==> src/sv/kcl_pkg.sv <==
// Package for the keypad code lock: result status codes, the try reset value and the key and position widths.
// No dependencies.
package kcl_pkg;

  // status code of one result item
  typedef enum logic [3:0] {
    ST_DIGIT        = 4'd0,
    ST_CODE_SET     = 4'd1,
    ST_BACKUP_SET   = 4'd2,
    ST_OPENED       = 4'd3,
    ST_WRONG_RETRY  = 4'd4,
    ST_WRONG_BACKUP = 4'd5,
    ST_BACKUP_OK    = 4'd6,
    ST_LOCKOUT      = 4'd7,
    ST_IGNORED      = 4'd8
  } status_e;

  // reset value of the max tries register
  localparam logic [3:0] MaxTriesReset = 4'd2;

  // width of a key code and of the digit position
  localparam int unsigned KeyW = 8;
  localparam int unsigned PosW = 3;

endpackage

==> src/sv/keypad_code_lock_fsm.sv <==
// Keypad code lock: enrollment, code entry, backup entry and lockout control.
// Main and backup codes live in one synchronous code memory. Depends on kcl_pkg.
//
// Result: the result item is registered and is valid in the cycle after the key item is taken.
// Throughput: one key item per cycle while results are taken; the next stored digit is fetched from the
// code memory while the current item is taken, so it is ready for the next one.
// Reset: asynchronous, back to main-code enrollment with the try limit and tries
// both at 2; code memory contents are not cleared and are rewritten before any compare.
module keypad_code_lock_fsm #(
  parameter int unsigned CODE_LEN   = 4,
  parameter int unsigned BACKUP_LEN = 3
) (
  input  logic                      clk_i,
  input  logic                      rst_ni,
  // configuration
  input  logic                      cfg_we_i,
  input  logic [3:0]                cfg_wdata_i,
  // key items
  input  logic                      in_valid_i,
  output logic                      in_ready_o,
  input  logic [kcl_pkg::KeyW-1:0]  key_i,
  // result items
  output logic                      out_valid_o,
  input  logic                      out_ready_i,
  output logic [3:0]                status_o,
  output logic [2:0]                phase_o,
  output logic [kcl_pkg::PosW-1:0]  digit_position_o,
  output logic [3:0]                tries_left_o,
  output logic                      lock_open_o,
  output logic                      alarm_on_o
);

  localparam int unsigned Depth = CODE_LEN + BACKUP_LEN;
  localparam int unsigned AddrW = (Depth > 1) ? $clog2(Depth) : 1;
  localparam logic [kcl_pkg::PosW:0] CodeLenC   = (kcl_pkg::PosW + 1)'(CODE_LEN);
  localparam logic [kcl_pkg::PosW:0] BackupLenC = (kcl_pkg::PosW + 1)'(BACKUP_LEN);

  typedef enum logic [2:0] {
    PH_ENROLL_CODE   = 3'd0,
    PH_ENROLL_BACKUP = 3'd1,
    PH_ENTER_CODE    = 3'd2,
    PH_ENTER_BACKUP  = 3'd3,
    PH_OPENED        = 3'd4,
    PH_LOCKOUT       = 3'd5
  } phase_e;

  phase_e                     phase_q, phase_d;
  logic [kcl_pkg::PosW-1:0]   pos_q, pos_d;
  logic [3:0]                 tries_q, tries_d;
  logic                       alarm_q, alarm_d;
  logic                       mis_q, mis_d;
  logic [3:0]                 try_limit_q;
  kcl_pkg::status_e           status_q, status_d;
  logic                       out_valid_q;

  // code memory: main code at 0.., backup code after it
  logic [kcl_pkg::KeyW-1:0]   mem_q [Depth];
  logic [kcl_pkg::KeyW-1:0]   rdata_q;
  logic                       mem_we, mem_re;
  logic [AddrW-1:0]           waddr, raddr;

  logic                       in_fire;
  logic [kcl_pkg::PosW:0]     pos_inc;
  logic                       key_diff, mis_new;

  // handshake: the result register frees up when taken
  assign in_ready_o = !out_valid_q || out_ready_i;
  assign in_fire    = in_valid_i && in_ready_o;

  assign pos_inc  = {1'b0, pos_q} + 1'b1;
  assign key_diff = key_i != rdata_q;
  assign mis_new  = (pos_q == '0) ? key_diff : (mis_q | key_diff);

  // next state of one key item
  always_comb begin
    phase_d  = phase_q;
    pos_d    = pos_q;
    tries_d  = tries_q;
    alarm_d  = alarm_q;
    mis_d    = mis_q;
    status_d = kcl_pkg::ST_IGNORED;
    mem_we   = 1'b0;
    waddr    = AddrW'(pos_q);
    case (phase_q)
      PH_ENROLL_CODE: begin
        status_d = kcl_pkg::ST_DIGIT;
        mem_we   = 1'b1;
        if (pos_inc >= CodeLenC) begin
          pos_d    = '0;
          status_d = kcl_pkg::ST_CODE_SET;
          phase_d  = PH_ENROLL_BACKUP;
        end else begin
          pos_d = pos_inc[kcl_pkg::PosW-1:0];
        end
      end
      PH_ENROLL_BACKUP: begin
        status_d = kcl_pkg::ST_DIGIT;
        mem_we   = 1'b1;
        waddr    = AddrW'(int'(pos_q) + CODE_LEN);
        if (pos_inc >= BackupLenC) begin
          pos_d    = '0;
          status_d = kcl_pkg::ST_BACKUP_SET;
          phase_d  = PH_ENTER_CODE;
          tries_d  = try_limit_q;
        end else begin
          pos_d = pos_inc[kcl_pkg::PosW-1:0];
        end
      end
      PH_ENTER_CODE: begin
        status_d = kcl_pkg::ST_DIGIT;
        mis_d    = mis_new;
        if (pos_inc >= CodeLenC) begin
          pos_d = '0;
          if (!mis_new) begin
            status_d = kcl_pkg::ST_OPENED;
            phase_d  = PH_OPENED;
          end else if (tries_q > 4'd1) begin
            status_d = kcl_pkg::ST_WRONG_RETRY;
            tries_d  = tries_q - 4'd1;
          end else begin
            status_d = kcl_pkg::ST_WRONG_BACKUP;
            tries_d  = '0;
            alarm_d  = 1'b1;
            phase_d  = PH_ENTER_BACKUP;
          end
        end else begin
          pos_d = pos_inc[kcl_pkg::PosW-1:0];
        end
      end
      PH_ENTER_BACKUP: begin
        status_d = kcl_pkg::ST_DIGIT;
        mis_d    = mis_new;
        if (pos_inc >= BackupLenC) begin
          pos_d = '0;
          if (!mis_new) begin
            // codes count as erased: enrollment rewrites every entry before a compare
            status_d = kcl_pkg::ST_BACKUP_OK;
            alarm_d  = 1'b0;
            tries_d  = try_limit_q;
            phase_d  = PH_ENROLL_CODE;
          end else begin
            status_d = kcl_pkg::ST_LOCKOUT;
            phase_d  = PH_LOCKOUT;
          end
        end else begin
          pos_d = pos_inc[kcl_pkg::PosW-1:0];
        end
      end
      default: begin
        status_d = kcl_pkg::ST_IGNORED;
      end
    endcase
  end

  // prefetch the stored digit that the next key is compared against
  always_comb begin
    mem_re = 1'b0;
    raddr  = AddrW'(pos_d);
    case (phase_d)
      PH_ENTER_CODE: begin
        mem_re = 1'b1;
      end
      PH_ENTER_BACKUP: begin
        mem_re = 1'b1;
        raddr  = AddrW'(int'(pos_d) + CODE_LEN);
      end
      default: begin
        mem_re = 1'b0;
      end
    endcase
  end

  // code memory; writes only happen in enroll phases and reads only feed entry
  // phases, so a read never targets the entry written in the same cycle
  always_ff @(posedge clk_i) begin
    if (in_fire && mem_we) begin
      mem_q[waddr] <= key_i;
    end
    if (in_fire && mem_re) begin
      rdata_q <= mem_q[raddr];
    end
  end

  // configuration register
  always_ff @(posedge clk_i or negedge rst_ni) begin
    if (!rst_ni) begin
      try_limit_q <= kcl_pkg::MaxTriesReset;
    end else if (cfg_we_i) begin
      try_limit_q <= cfg_wdata_i;
    end
  end

  // control state and registered result
  always_ff @(posedge clk_i or negedge rst_ni) begin
    if (!rst_ni) begin
      phase_q     <= PH_ENROLL_CODE;
      pos_q       <= '0;
      tries_q     <= kcl_pkg::MaxTriesReset;
      alarm_q     <= 1'b0;
      mis_q       <= 1'b0;
      status_q    <= kcl_pkg::ST_IGNORED;
      out_valid_q <= 1'b0;
    end else begin
      if (in_fire) begin
        phase_q     <= phase_d;
        pos_q       <= pos_d;
        tries_q     <= tries_d;
        alarm_q     <= alarm_d;
        mis_q       <= mis_d;
        status_q    <= status_d;
        out_valid_q <= 1'b1;
      end else if (out_ready_i) begin
        out_valid_q <= 1'b0;
      end
    end
  end

  // state only moves with an accepted item, so it equals the held result
  assign out_valid_o      = out_valid_q;
  assign status_o         = status_q;
  assign phase_o          = phase_q;
  assign digit_position_o = pos_q;
  assign tries_left_o     = tries_q;
  assign lock_open_o      = (phase_q == PH_OPENED);
  assign alarm_on_o       = alarm_q;

  // an open lock never has the alarm running
  assert property (@(posedge clk_i) disable iff (!rst_ni)
    lock_open_o |-> !alarm_on_o)
    else $error("alarm active while lock is open");

  // only reset leaves the opened and lockout phases
  assert property (@(posedge clk_i) disable iff (!rst_ni)
    (phase_q == PH_OPENED || phase_q == PH_LOCKOUT) |=> $stable(phase_q))
    else $error("left a terminal phase without reset");

  // the alarm is held exactly in backup entry and lockout
  assert property (@(posedge clk_i) disable iff (!rst_ni)
    alarm_q |-> (phase_q == PH_ENTER_BACKUP || phase_q == PH_LOCKOUT))
    else $error("alarm set outside backup entry or lockout");

  // a held result is not overwritten
  assert property (@(posedge clk_i) disable iff (!rst_ni)
    (out_valid_q && !out_ready_i) |=> ($stable(status_q) && $stable(phase_q)))
    else $error("pending result changed before it was taken");

endmodule

==> config.mk <==
export PLATFORM = sky130hd
export DESIGN_NAME = keypad_code_lock_fsm
export DESIGN_NICKNAME = d
export VERILOG_FILES = /design/src/sv/kcl_pkg.sv /design/src/sv/keypad_code_lock_fsm.sv
export SDC_FILE = /design/constraint.sdc
export NUM_CORES = 1
export LEC_CHECK = 0
export BUFFER_PORTS_ARGS = -buffer_cell sky130_fd_sc_hd__buf_2
export CAP_MARGIN = 20
export CORE_UTILIZATION = 63
export DETAILED_ROUTE_END_ITERATION = 16
export MAX_ROUTING_LAYER = met4
export PLACE_DENSITY = 0.91
export SETUP_SLACK_MARGIN = 0.5
export SKIP_CTS_REPAIR_TIMING = 1
export SLEW_MARGIN = 15
export SYNTH_ARGS = -nofsm -noshare
export SYNTH_HDL_FRONTEND = slang
export SYNTH_SLANG_ARGS = --single-unit
==> constraint.sdc <==
create_clock -name clk_i -period 6 [get_ports clk_i]
set_input_delay 0 -clock clk_i [delete_from_list [all_inputs] [get_ports clk_i]]
set_output_delay 0 -clock clk_i [all_outputs]
set_load 0.005 [all_outputs]
==> results by group <==
Timing
  – Clk_skew: 0.0158 ns
  – Final setup vio count: 0
  – Fmax achieved: about 0.33 GHz
  – Setup TNS: 0 ns
  – Fin crit period: 3.01 ns
  – RSZ-0062 raised after global routing: false
  – Worst Tran Pin Value: 0.978 ns
  – Hold slack: 0.0365 ns
  – Rel. slew slack: 34.4%
  – Final hold violations: 0
  – Final WS setup: ~3 ns
  – Tcrit/Tclk final: 50.1%
  – Max-slew violations: 0

Yosys
  – Synth area leaders: edfxtp_1 (50%), dfrtp_1 (12%), mux2i_1 (8.5%), mux2_2 (3.5%), o21ai_0 (3.2%)
  – Synth warn: 0
  – Most numerous cell in the Yosys netlist: edfxtp_1
  – Asr flop ratio synth: about 25%
  – Post-synth EDFFs: 64
  – Syn Inst Count: 286
  – Top cells by count, synth: edfxtp_1 (64), mux2i_1 (33), nand2_1 (30)
  – Syn Area/Cell: 13.6 um2
  – Post-Syn Area: slightly below 4000 um2
  – Mapped Nets: 308
  – #FFs+latches synth: 85
  – Post-synth top flop: edfxtp_1
  – Library cells used by synthesis: between 40 and 50
  – Synth area leader: edfxtp_1
  – Post-synth top area share: 49.5%
  – Sequential area share after synthesis: 63.1%

Final layout
  – Area grow syn2layout: 16.9%
  – # nets final: 363
  – Fillers: 349
  – ANT cells: 0
  – Footprint of the multi-input gates: around 1400 um2
  – Final Non-Filler Cells: 421
  – Fraction of layout cells with a size suffix above 1: a little under a quarter
  – Finished Core Util: 76.7%
  – Post-Layout Inst Area: 4540 um2
  – Sequential Area: approximately 2500 um2

Power and ir drop
  – Clock network power share: 39.1%
  – Sequential share of power: between 50% and 60%
  – Overall Power: 1.16 mW
  – Leak: 1.93 nW
  – IR drop worst, VDD: 203 uV
  – Net Switching: 0.257 mW
  – Comb pwr share: 5.2%
  – Switch share: approximately 22%
  – P_int: 0.906 mW
  – Power Dens Cells: around 260 nW/um2

Die
  – Initial Util: 65.6%
  – Die H: 80.5 um
  – Die width: 80.5 um
  – Die area: 6480 um2
  – Core ar.: 5920 um2
  – IO Pins: 35
  – Row cnt: 28

Global routing
  – First-pass GRT wire length: 11,700 um
  – Pin count of the biggest net entering global routing: 33
  – All-Layer GR Usage: 25.9%
  – Vias in the first global route: approximately 2,300
  – Initial antenna violation count: 0
  – Grt ovf: 0

Drt
  – Drc violations: 0
  – Top routing layer in use: met4
  – Met2 wire length: 4120 um
  – First-pass DRT Iterations: 6
  – Routed Antenna Nets: 0
  – WL per Instance: 19.7 um
  – Via Count: 2,612
  – Met3 wire length: 512 um
  – Final wirelength: 8310 um
  – Mean number of vias per cell: 6.20
  – Met1 WL: 3500 um
  – Iteration-0 DRC Markers: 418

Place
  – Placed Instances: 387
  – DP Worst Slack: 2.92 ns
  – Placed instance area: 4130 um2
  – HPWL reported at the end of detailed placement: approximately 4800 um
  – Gpl congestion: 0.960
  – PortBufs: 34

Critical path
  – Setup CP Type: register to register
  – WP data required: around 6.1 ns
  – CP Launch Type: register
  – Kind of end point of the critical path: register
  – Crit-path max FO: 10
  – Critical Path AT: 3.12 ns

CTS
  – Clock Path Buffers: 2
  – Clock latency on the worst-skew pair: 0.36 ns
  – Root Buffer: clkbuf_8
  – CTS clk-pin slew, worst paths: 0.09 ns
  – TritonCTS clock tree: yes
  – H-Tree Level Count: 3
  – # clock sinks: 85
  – Cts bufs inserted: 9

Outcome
  – Status: complete, no violations

Min path
  – Worst min path class: input pin to register

Flow run
  – Max_cap viols: 0
[placed cells by master (no fill, tap or decap), types with 7 or more instances in the layout]
cell	count
edfxtp_1	64
buf_2	34
mux2i_1	33
nand2_1	30
o21ai_0	25
dfrtp_1	18
dlygate4sd3_1	18
mux2_2	12
nor2_1	10
xor2_1	9
nor3_1	9
clkbuf_8	9
inv_1	7
[layer usage]
| metal | vias to the layer above | global-route usage (%) |
|---|---|---|
| met5 | - | - |
| met4 | 0 | 12.0 |
| met3 | 26 | 3.52 |
| met2 | 132 | 37.5 |
| met1 | 1273 | 36.5 |
| li1 | 1181 | - |
[cells by family (layout without fill, tap and decap cells)]
kind of cell	Yosys count	after routing	share of synthesized area, %
AO/OA/AOI/OAI	52	52	10.2
XOR/XNOR	11	11	2.48
adder cells (fa/ha/maj)	5	5	1.61
buffers and inverters	17	77	1.97
flip-flops	85	85	63.1
multiplexers	45	45	12.0
AND/OR/NAND/NOR	71	71	8.67
[critical path, stage by stage (launching register included)]
cell	delay, ns
dfrtp_1	0.49
inv_1	0.19
ha_1	0.23
nand2b_4	0.07
a2111oi_4	0.42
nand3_1	0.28
a221oi_1	0.53
o41ai_4	0.23
mux2_2	0.33
[worst paths after layout]
kind,start,to,slack (ns),cells after the start
max in group asynchronous,rst_ni,status_o[3],5.49,2
setup reg to reg,digit_position_o[1],rdata_q[5],2.99,8
hold / removal,out_ready_i,out_valid_o,0.04,3
min in group asynchronous,rst_ni,mis_q,0.16,2
hold reg to reg,status_o[0],status_o[0],0.48,2
setup / recovery,digit_position_o[1],rdata_q[5],2.99,8
[power groups by stage]
stage	Combinational (mW)	Clock, mW	Sequential [mW]
global route	0.0650	0.479	0.649
floorplan	0.0279	0	0.655
global placement	0.0444	0	0.660
CTS	0.0468	0.454	0.647
detailed placement	0.0463	0	0.660
finish	0.0603	0.455	0.648
[flip-flops by register name, indices dropped and copies added, names as in the netlist]
signal and cells:
rdata_q 8, digit_position_o 3, mem_q 56, status_o 4, out_valid_o 1, tries_left_o 4
mis_q 1, phase_o 3, try_limit_q 4, alarm_on_o 1
[area by class of cell]
type,count,area share [%]
repair buffers,54,8.05
clock inverters,6,2.07
well taps,75,2.07
clock buffers,10,2.81
inverters,7,0.579
multi-input cells,184,30.4
flip-flops and latches,85,54.0
(Power assumes the default switching activity.)
